--- config.mk ---
export PLATFORM = sky130hd
export DESIGN_NAME = clfg_ctrl
export DESIGN_NICKNAME = d
export VERILOG_FILES = /design/src/rtl/clfg_pkg.sv /design/src/rtl/clfg_ctrl.sv
export SDC_FILE = /design/constraint.sdc
export NUM_CORES = 1
export LEC_CHECK = 0
export ABC_CLOCK_PERIOD_IN_PS = 1000
export BUFFER_PORTS_ARGS = -buffer_cell sky130_fd_sc_hd__buf_2
export CAP_MARGIN = 20
export CORE_AREA = 5 5 42 44
export DETAILED_ROUTE_END_ITERATION = 10
export DIE_AREA = 0 0 47 49
export PLACE_DENSITY_LB_ADDON = 0.12
export SLEW_MARGIN = 20
export SYNTH_ARGS = -nofsm -noshare
export SYNTH_HDL_FRONTEND = slang
export SYNTH_SLANG_ARGS = --single-unit
--- constraint.sdc ---
create_clock -name clk -period 1 [get_ports clk]
set_clock_uncertainty 0.15 [all_clocks]
set_input_delay 0.1 -clock clk [delete_from_list [all_inputs] [get_ports clk]]
set_output_delay 0.1 -clock clk [all_outputs]
set_load 0.03 [all_outputs]
--- src/rtl/clfg_pkg.sv ---
`timescale 1ns / 1ps
`default_nettype none
// ----------------------------------------------------------------------------
// clfg_pkg
// Shared types and constants for the capture line/frame gate.
// ----------------------------------------------------------------------------
package clfg_pkg;

  localparam int TABLE_DEPTH_DEF = 64;
  localparam int KIND_W          = 2;
  localparam int ACTION_W        = 3;
  localparam int SLOT_W          = 6;
  localparam int SLOT_SPAN       = 2 ** SLOT_W;
  localparam int CFG_IDX_W       = 2;
  localparam int CFG_DATA_W      = 16;
  localparam int IN_DATA_W       = 72;
  localparam int OUT_DATA_W      = 248;

  localparam logic [15:0] EXPECTED_RESET = 16'd64;
  localparam logic [15:0] NO_FRAME       = 16'hFFFF;

  typedef enum logic [KIND_W-1:0] {
    KIND_LINE    = 2'd0,
    KIND_FRAME   = 2'd1,
    KIND_RESTART = 2'd2,
    KIND_READ    = 2'd3
  } kind_t;

  typedef enum logic [ACTION_W-1:0] {
    ACT_NONE     = 3'd0,
    ACT_DISCARD  = 3'd1,
    ACT_ACTIVATE = 3'd2,
    ACT_TRIGGER  = 3'd3,
    ACT_SKIP     = 3'd4
  } action_t;

  typedef enum logic [CFG_IDX_W-1:0] {
    REG_EXPECTED = 2'd0,
    REG_CAPTURE  = 2'd1,
    REG_DISCARD  = 2'd2,
    REG_ENDLESS  = 2'd3
  } cfg_reg_t;

  typedef enum logic [1:0] {
    ST_IDLE,
    ST_EXEC,
    ST_RDWAIT
  } state_t;

  typedef struct packed {
    logic        cap;
    logic        exec;
    logic        rd_issue;
    logic        rd_load;
  } dp_cmd_t;

  typedef struct packed {
    kind_t       kind;
  } dp_sts_t;

  typedef struct packed {
    logic [1:0]        pad;
    logic [SLOT_W-1:0] read_slot;
    logic [31:0]       frames_done;
    logic [31:0]       timestamp;
  } in_rec_t;

  typedef struct packed {
    logic [31:0] end_time;
    logic [31:0] last_time;
    logic [31:0] first_time;
    logic [15:0] observed;
    logic [15:0] expected;
    logic [31:0] frame;
  } tbl_rec_t;

  typedef struct packed {
    logic              pad;
    logic [31:0]       skip_count;
    logic [31:0]       trigger_count;
    logic [15:0]       first_sent_frame;
    logic [31:0]       frame_end_time;
    logic [31:0]       last_line_time;
    logic [31:0]       first_line_time;
    logic [15:0]       observed_count;
    logic [15:0]       expected_count;
    logic              record_valid;
    logic [SLOT_W-1:0] slot;
    logic [31:0]       frame_index;
  } out_rec_t;

endpackage
`default_nettype wire

--- src/rtl/clfg_ctrl.sv ---
`timescale 1ns / 1ps
`default_nettype none
// ----------------------------------------------------------------------------
// clfg_ctrl
// Request sequencing: input capture, execute, table read wait, output valid.
// ----------------------------------------------------------------------------
module clfg_ctrl
  import clfg_pkg::*;
(
  input  wire logic    clk,
  input  wire logic    rst_n,
  input  wire logic    in_tvalid,
  output logic         in_tready,
  output logic         out_tvalid,
  input  wire logic    out_tready,
  input  wire dp_sts_t sts,
  output dp_cmd_t      cmd
);

  state_t state_r, state_nxt;
  logic   out_valid_r, out_valid_nxt;
  logic   out_free;

  assign out_free = !out_valid_r || out_tready;

  always_comb begin
    state_nxt = state_r;
    unique case (state_r)
      ST_IDLE: begin
        if (in_tvalid) state_nxt = ST_EXEC;
      end
      ST_EXEC: begin
        if (out_free) state_nxt = (sts.kind == KIND_READ) ? ST_RDWAIT : ST_IDLE;
      end
      ST_RDWAIT: state_nxt = ST_IDLE;
      default: state_nxt = ST_IDLE;
    endcase
  end

  always_comb begin
    cmd       = '0;
    in_tready = 1'b0;
    unique case (state_r)
      ST_IDLE: begin
        in_tready = 1'b1;
        cmd.cap   = in_tvalid;
      end
      ST_EXEC: begin
        cmd.exec     = out_free && (sts.kind != KIND_READ);
        cmd.rd_issue = out_free && (sts.kind == KIND_READ);
      end
      ST_RDWAIT: cmd.rd_load = 1'b1;
      default: ;
    endcase
  end

  always_comb begin
    out_valid_nxt = out_valid_r;
    if (cmd.exec || cmd.rd_load) out_valid_nxt = 1'b1;
    else if (out_tready)          out_valid_nxt = 1'b0;
  end

  always_ff @(posedge clk) begin
    if (!rst_n) begin
      state_r     <= ST_IDLE;
      out_valid_r <= 1'b0;
    end else begin
      state_r     <= state_nxt;
      out_valid_r <= out_valid_nxt;
    end
  end

  assign out_tvalid = out_valid_r;

endmodule
`default_nettype wire

==> results of run 1 <==
[critical path, stage by stage (launching register included)]
cell	delay [ns]
dfxtp_2	0.32
nand2b_4	0.16
nor3b_4	0.18
buf_6	0.15
[cell usage in the layout, fill, tap and decap left out, drive strengths merged]
master	netlist	final
mux2i	1	1
buf	0	15
nor2	1	1
clkbuf	0	4
o31a	1	1
nand2b	1	1
nor3b	2	2
nand2	1	1
and2	2	2
dlygate4sd3	0	1
nor3	1	1
a21oi	1	1
dfxtp	3	3
nor2b	2	2
[what timing repair did]
action / in CTS / in global routing
pin swaps: 5 / 3
hold endpoints to repair: 3 / 0
hold buffers: 1 / 0
endpoints found under the setup margin: 9 / 9
buffers inserted: 1 / 2
gates resized for setup: 13 / 5
[cell families after synthesis]
kind of cell | share of synthesized area
AOI/OAI and AO/OA | 0.09014
DFF | 0.3935
muxes | 0.06558
and+or+nand+nor | 0.4508
[final cells by class]
type	instances	area, sq um	share of cell area
clock buffers	4	26.28	0.06774
multi-input cells	13	132.6	0.3419
flip-flops and latches	3	68.82	0.1774
well taps	16	20.02	0.05161
repair buffers	16	140.1	0.3613
[worst max path at each step]
stage	endpoint	from	slack (ns)	cells past startpoint
global route	cmd[2]	state_r[1]	-0.35	3
finish	cmd[2]	state_r[1]	-0.31	3
global placement	cmd[2]	state_r[1]	-0.11	3
detailed placement	cmd[2]	state_r[0]	-0.11	3
floorplan	cmd[3]	state_r[0]	-0.20	2
CTS	cmd[2]	out_tvalid	-0.31	3
[synth_stat cells]
master,count,area share
nor2b_1,1,0.041
and2_1,2,0.082
nor2b_2,1,0.057
o31a_1,1,0.057
a21oi_1,1,0.033
nor2_1,1,0.025
nor3_2,1,0.066
dfxtp_1,3,0.39
mux2i_1,1,0.066
nand2b_2,1,0.057
nor3b_1,2,0.098
nand2_1,1,0.025
[routing by layer]
metal  vias up  track usage  wire length, microns
met5         -            0                     0
met4         0      0.08295                    36
met3         4      0.04428                    47
met2        10      0.07466                   279
met1        88      0.04167                   164
li1         95            -                     -
[sequential cells by signal (all words and copies together), names as in the netlist]
signal      count
state_r         2
out_tvalid      1
[stage by stage]
step | instances | setup slack, ns | TNS (ns) | cell area [sq um]
2_1_floorplan | 16 | -0.1982 | -0.6928 | 192.7
3_3_place_gp | 44 | -0.1085 | -0.3832 | 275.3
3_5_place_dp | 44 | -0.1058 | -0.3959 | 275.3
4_1_cts | 50 | -0.3072 | -1.526 | 359.1
5_1_grt | 52 | -0.3477 | -2.054 | 387.9
6_report | 52 | -0.3051 | -1.670 | 387.9
[power groups by stage]
stage	clock network, uW	registers [uW]	logic (uW)
floorplan	0	139	57.2
finish	219	133	123
CTS	229	132	115
global route	251	134	129
detailed placement	0	134	91.6
global placement	0	134	90.7
==> results_dict.tcl, run 1 <==
set metrics [dict create \
    min_to "state_r[0]" \
    htreeDepth 1 \
    rrSetupSlack_ns -0.21 \
    row_count 14 \
    path_class "flop to output port" \
    critPathArrivalTime_ns 1.06 \
    dieHeight_microns 49 \
    drt-initial-drc-count 1 \
    track_usage 0.05771 \
    grt_pass1_wl_microns 786 \
    cp-end-kind "output port" \
    num_vias 197 \
    fmax_mhz 766.2 \
    period_needed_ns 1.305 \
    finalSetupViolCount 8 \
    p_seq_frac 0.280 \
    nets 43 \
    gp_congestion 0.6557 \
    antenna_found_initial 0 \
    p_sw_uw 136.0 \
    synth_nets 22 \
    worstPathRequired_ns 0.75 \
    drc_errors 0 \
    clkSlewWorstSetupHoldPaths_ns 0.04 \
    clockPowerShare 0.462 \
    cts_tree "done" \
    grt_pass1_vias 200 \
    hold_depth 3 \
    fin_util 0.2768 \
    clock-sinks 3 \
    antennaDiodeCount 0 \
    start_util 0.1089 \
    hold_path_class "primary input to flop" \
    synth-seq-cells 3 \
    p_comb_frac 0.258 \
    max_cap_viol_count 0 \
    io-pin-count 12 \
    place_hpwl_microns 385.7 \
    min_from "in_tvalid" \
    clkLatencyLatePin_ns 0.24 \
    rr_startpoint "out_tvalid" \
    drive_gt1_frac 0.7778 \
    yosysUniqueCellTypes 12 \
    ys.warnings.count 0 \
    firstDrtPassIters 2 \
    routed_wl_microns 528 \
    synthToLayoutAreaGrowth_pct 154.1 \
    holdWs_ns 0.02496 \
    p_leak_uw 0.0001626 \
    fillers 164 \
    cts_root_buffer "clkbuf_4" \
    netlist_area_sq_um 152.6 \
    die-area_sq_mm 0.002303 \
    syn-mean-instance-area_sq_um 9.540 \
    reg2reg_to "state_r[0]" \
    fin_ws_ns -0.3051 \
    hold_viol 0 \
    status "finished, violations left" \
    r2r_cells 5 \
    max_slew.worst_pin.slew_ns 0.1891 \
    syn_inst 16 \
    critPathMaxFanout 3 \
    power_density_mw_per_mm2 1225 \
    globalRouteOverflowTotal 0 \
    relSlewSlack 0.8737 \
    core_sq_mm 0.001401 \
    numCtsBuffers 3 \
    die_w_microns 47 \
    synth_seq_area_share 0.3934 \
    drt.antenna.violating_nets 0 \
    wl_per_cell_microns 10.15 \
    vdd_drop_max_v 0.0008043 \
    grt_max_degree 5 \
    min_period_over_period 1.305 \
    start_kind "flop" \
    via_per_inst 3.788 \
    port_buffers 11 \
    cts_buffer_depth 2 \
    fin_total_pwr_uw 475.0 \
    violations "setup timing" \
    intPower_uw 339.0 \
    p_sw_frac 0.2862 \
    rsz0062_at_grt "yes" \
    slew_violations 0 \
]
Note: power is estimated with default switching activity, not from simulation.
==> inputs of run 2 (changes only) <==
- CTS_BUF_LIST: not set -> sky130_fd_sc_hd__clkbuf_4
==> results_dict.tcl, run 2 (synthesized netlist as in run 1, its figures left out) <==
set metrics [dict create \
    status "finished, violations left" \
    violations "setup timing" \
    core_sq_mm 0.001401 \
    min_period_over_period 1.303 \
    cts_tree "done" \
    antennaDiodeCount 0 \
    place_hpwl_microns 385.7 \
    synthToLayoutAreaGrowth_pct 156.6 \
    track_usage 0.05356 \
    regMostFlops "state_r" \
    htreeDepth 1 \
    grt_pass1_vias 190 \
    die_w_microns 47 \
    start_kind "flop" \
    worst_path_largest_cell_delay_ns 0.32 \
    vdd_drop_max_v 0.0007965 \
    gp_congestion 0.6557 \
    cts_buffer_depth 2 \
    hold_path_class "primary input to flop" \
    cp_slowest_cell "dfxtp_2" \
    hold_depth 3 \
    fin_util 0.2795 \
    largest_register_ffs 2 \
    wl_per_cell_microns 9.865 \
    routed_wl_microns 513 \
    via_per_inst 3.635 \
    period_needed_ns 1.303 \
    drt.antenna.violating_nets 0 \
    critPathArrivalTime_ns 1.05 \
    fin_cells 52 \
    firstDrtPassIters 2 \
    p_leak_uw 0.0001660 \
    nets 43 \
    dp_cells 44 \
    place_area_sq_um 275.3 \
    grt_max_degree 5 \
    power_density_mw_per_mm2 1270 \
    globalRouteOverflowTotal 0 \
    drc_errors 0 \
    drt-initial-drc-count 2 \
    critPathTopFamily "simple AND/OR/NAND/NOR gates" \
    r2r_cells 4 \
    row_count 14 \
    worstPathRequired_ns 0.75 \
    hold_viol 0 \
    fillers 163 \
    slew_violations 0 \
    fin_ws_ns -0.3030 \
    port_buffers 11 \
    crit_chain "nand2b_4 -> nor3b_4 -> buf_6" \
    numCtsBuffers 3 \
    max_cap_viol_count 0 \
    io-pin-count 12 \
    start_util 0.1089 \
    critPathMaxFanout 3 \
    cp-end-kind "output port" \
    clkSlewWorstSetupHoldPaths_ns 0.04 \
    max_slew.worst_pin.slew_ns 0.1902 \
    fmax_mhz 767.4 \
    grt_pass1_wl_microns 731 \
    critical_path_buf_inv_count 1 \
    final_design_area_no_fill_sq_um 391.6 \
    relSlewSlack 0.8729 \
    cts_root_buffer "clkbuf_4" \
    mostFrequentLayoutCell "buf_6" \
    clkLatencyLatePin_ns 0.23 \
    die-area_sq_mm 0.002303 \
    drive_gt1_frac 0.8056 \
    clock-sinks 3 \
    layout_common_cells "buf_6, buf_2, clkbuf_4" \
    rsz0062_at_grt "yes" \
    num_vias 189 \
    antenna_found_initial 0 \
    path_class "flop to output port" \
    path_depth 3 \
    dieHeight_microns 49 \
    finalSetupViolCount 8 \
]
[run 2: worst paths after layout]
path                                 start          to  slack [ns]
worst max-delay path            state_r[1]      cmd[2]       -0.30
worst min-delay path             in_tvalid  state_r[0]        0.03
worst max register to register  out_tvalid  out_tvalid       -0.23
worst min register to register  state_r[1]  state_r[0]        0.37
[run 2: final cells by class]
| cell class | instances | area, sq um | share of cell area |
|---|---|---|---|
| multi-input combinational | 13 | 132.6 | 0.3387 |
| timing repair buffer | 16 | 140.1 | 0.3578 |
| sequential | 3 | 68.82 | 0.1757 |
| tap | 16 | 20.02 | 0.05112 |
| clock buffer | 4 | 30.03 | 0.07668 |
[run 2: report_power, final]
part	switching, uW	leakage (uW)	internal (uW)	total [uW]
Sequential	8.07	0.0000264	125	133
Clock	65.5	0.0000184	177	242
Combinational	58.3	0.000121	64.3	123
[run 2: repair_timing]
item                                    in CTS  in global routing
pin swaps                                    4                  3
buffers inserted                             1                  2
endpoints found under the hold margin        3                  0
resized for setup                           13                  5
endpoints found under the setup margin       9                  9
hold buffers                                 1                  0
cloned                                       0                  0
[run 2: stage by stage]
stage               hold slack, ns  setup WS (ns)  total power (uW)  setup TNS [ns]
finish                     0.02972        -0.3030             497.5          -1.703
global route               0.05091        -0.3432             530.1          -2.058
CTS                        0.02666        -0.3048             502.6          -1.555
detailed placement          0.2022        -0.1058             226.0         -0.3959
global placement            0.2091        -0.1085             225.2         -0.3832
floorplan                  0.06779        -0.1982             196.3         -0.6928
[run 2: worst min-delay path: stages]
cell     delay [ns]
buf_2          0.10
mux2i_1        0.11
nor3b_1        0.06
[run 2: per-layer routing]
layer | vias to the layer above | track usage | part of all wire
li1 | 95 | - | -
met1 | 85 | 0.03965 | 0.36
met2 | 7 | 0.07014 | 0.55
met3 | 2 | 0.04428 | 0.053
met4 | 0 | 0.06912 | 0.037
met5 | - | 0 | 0
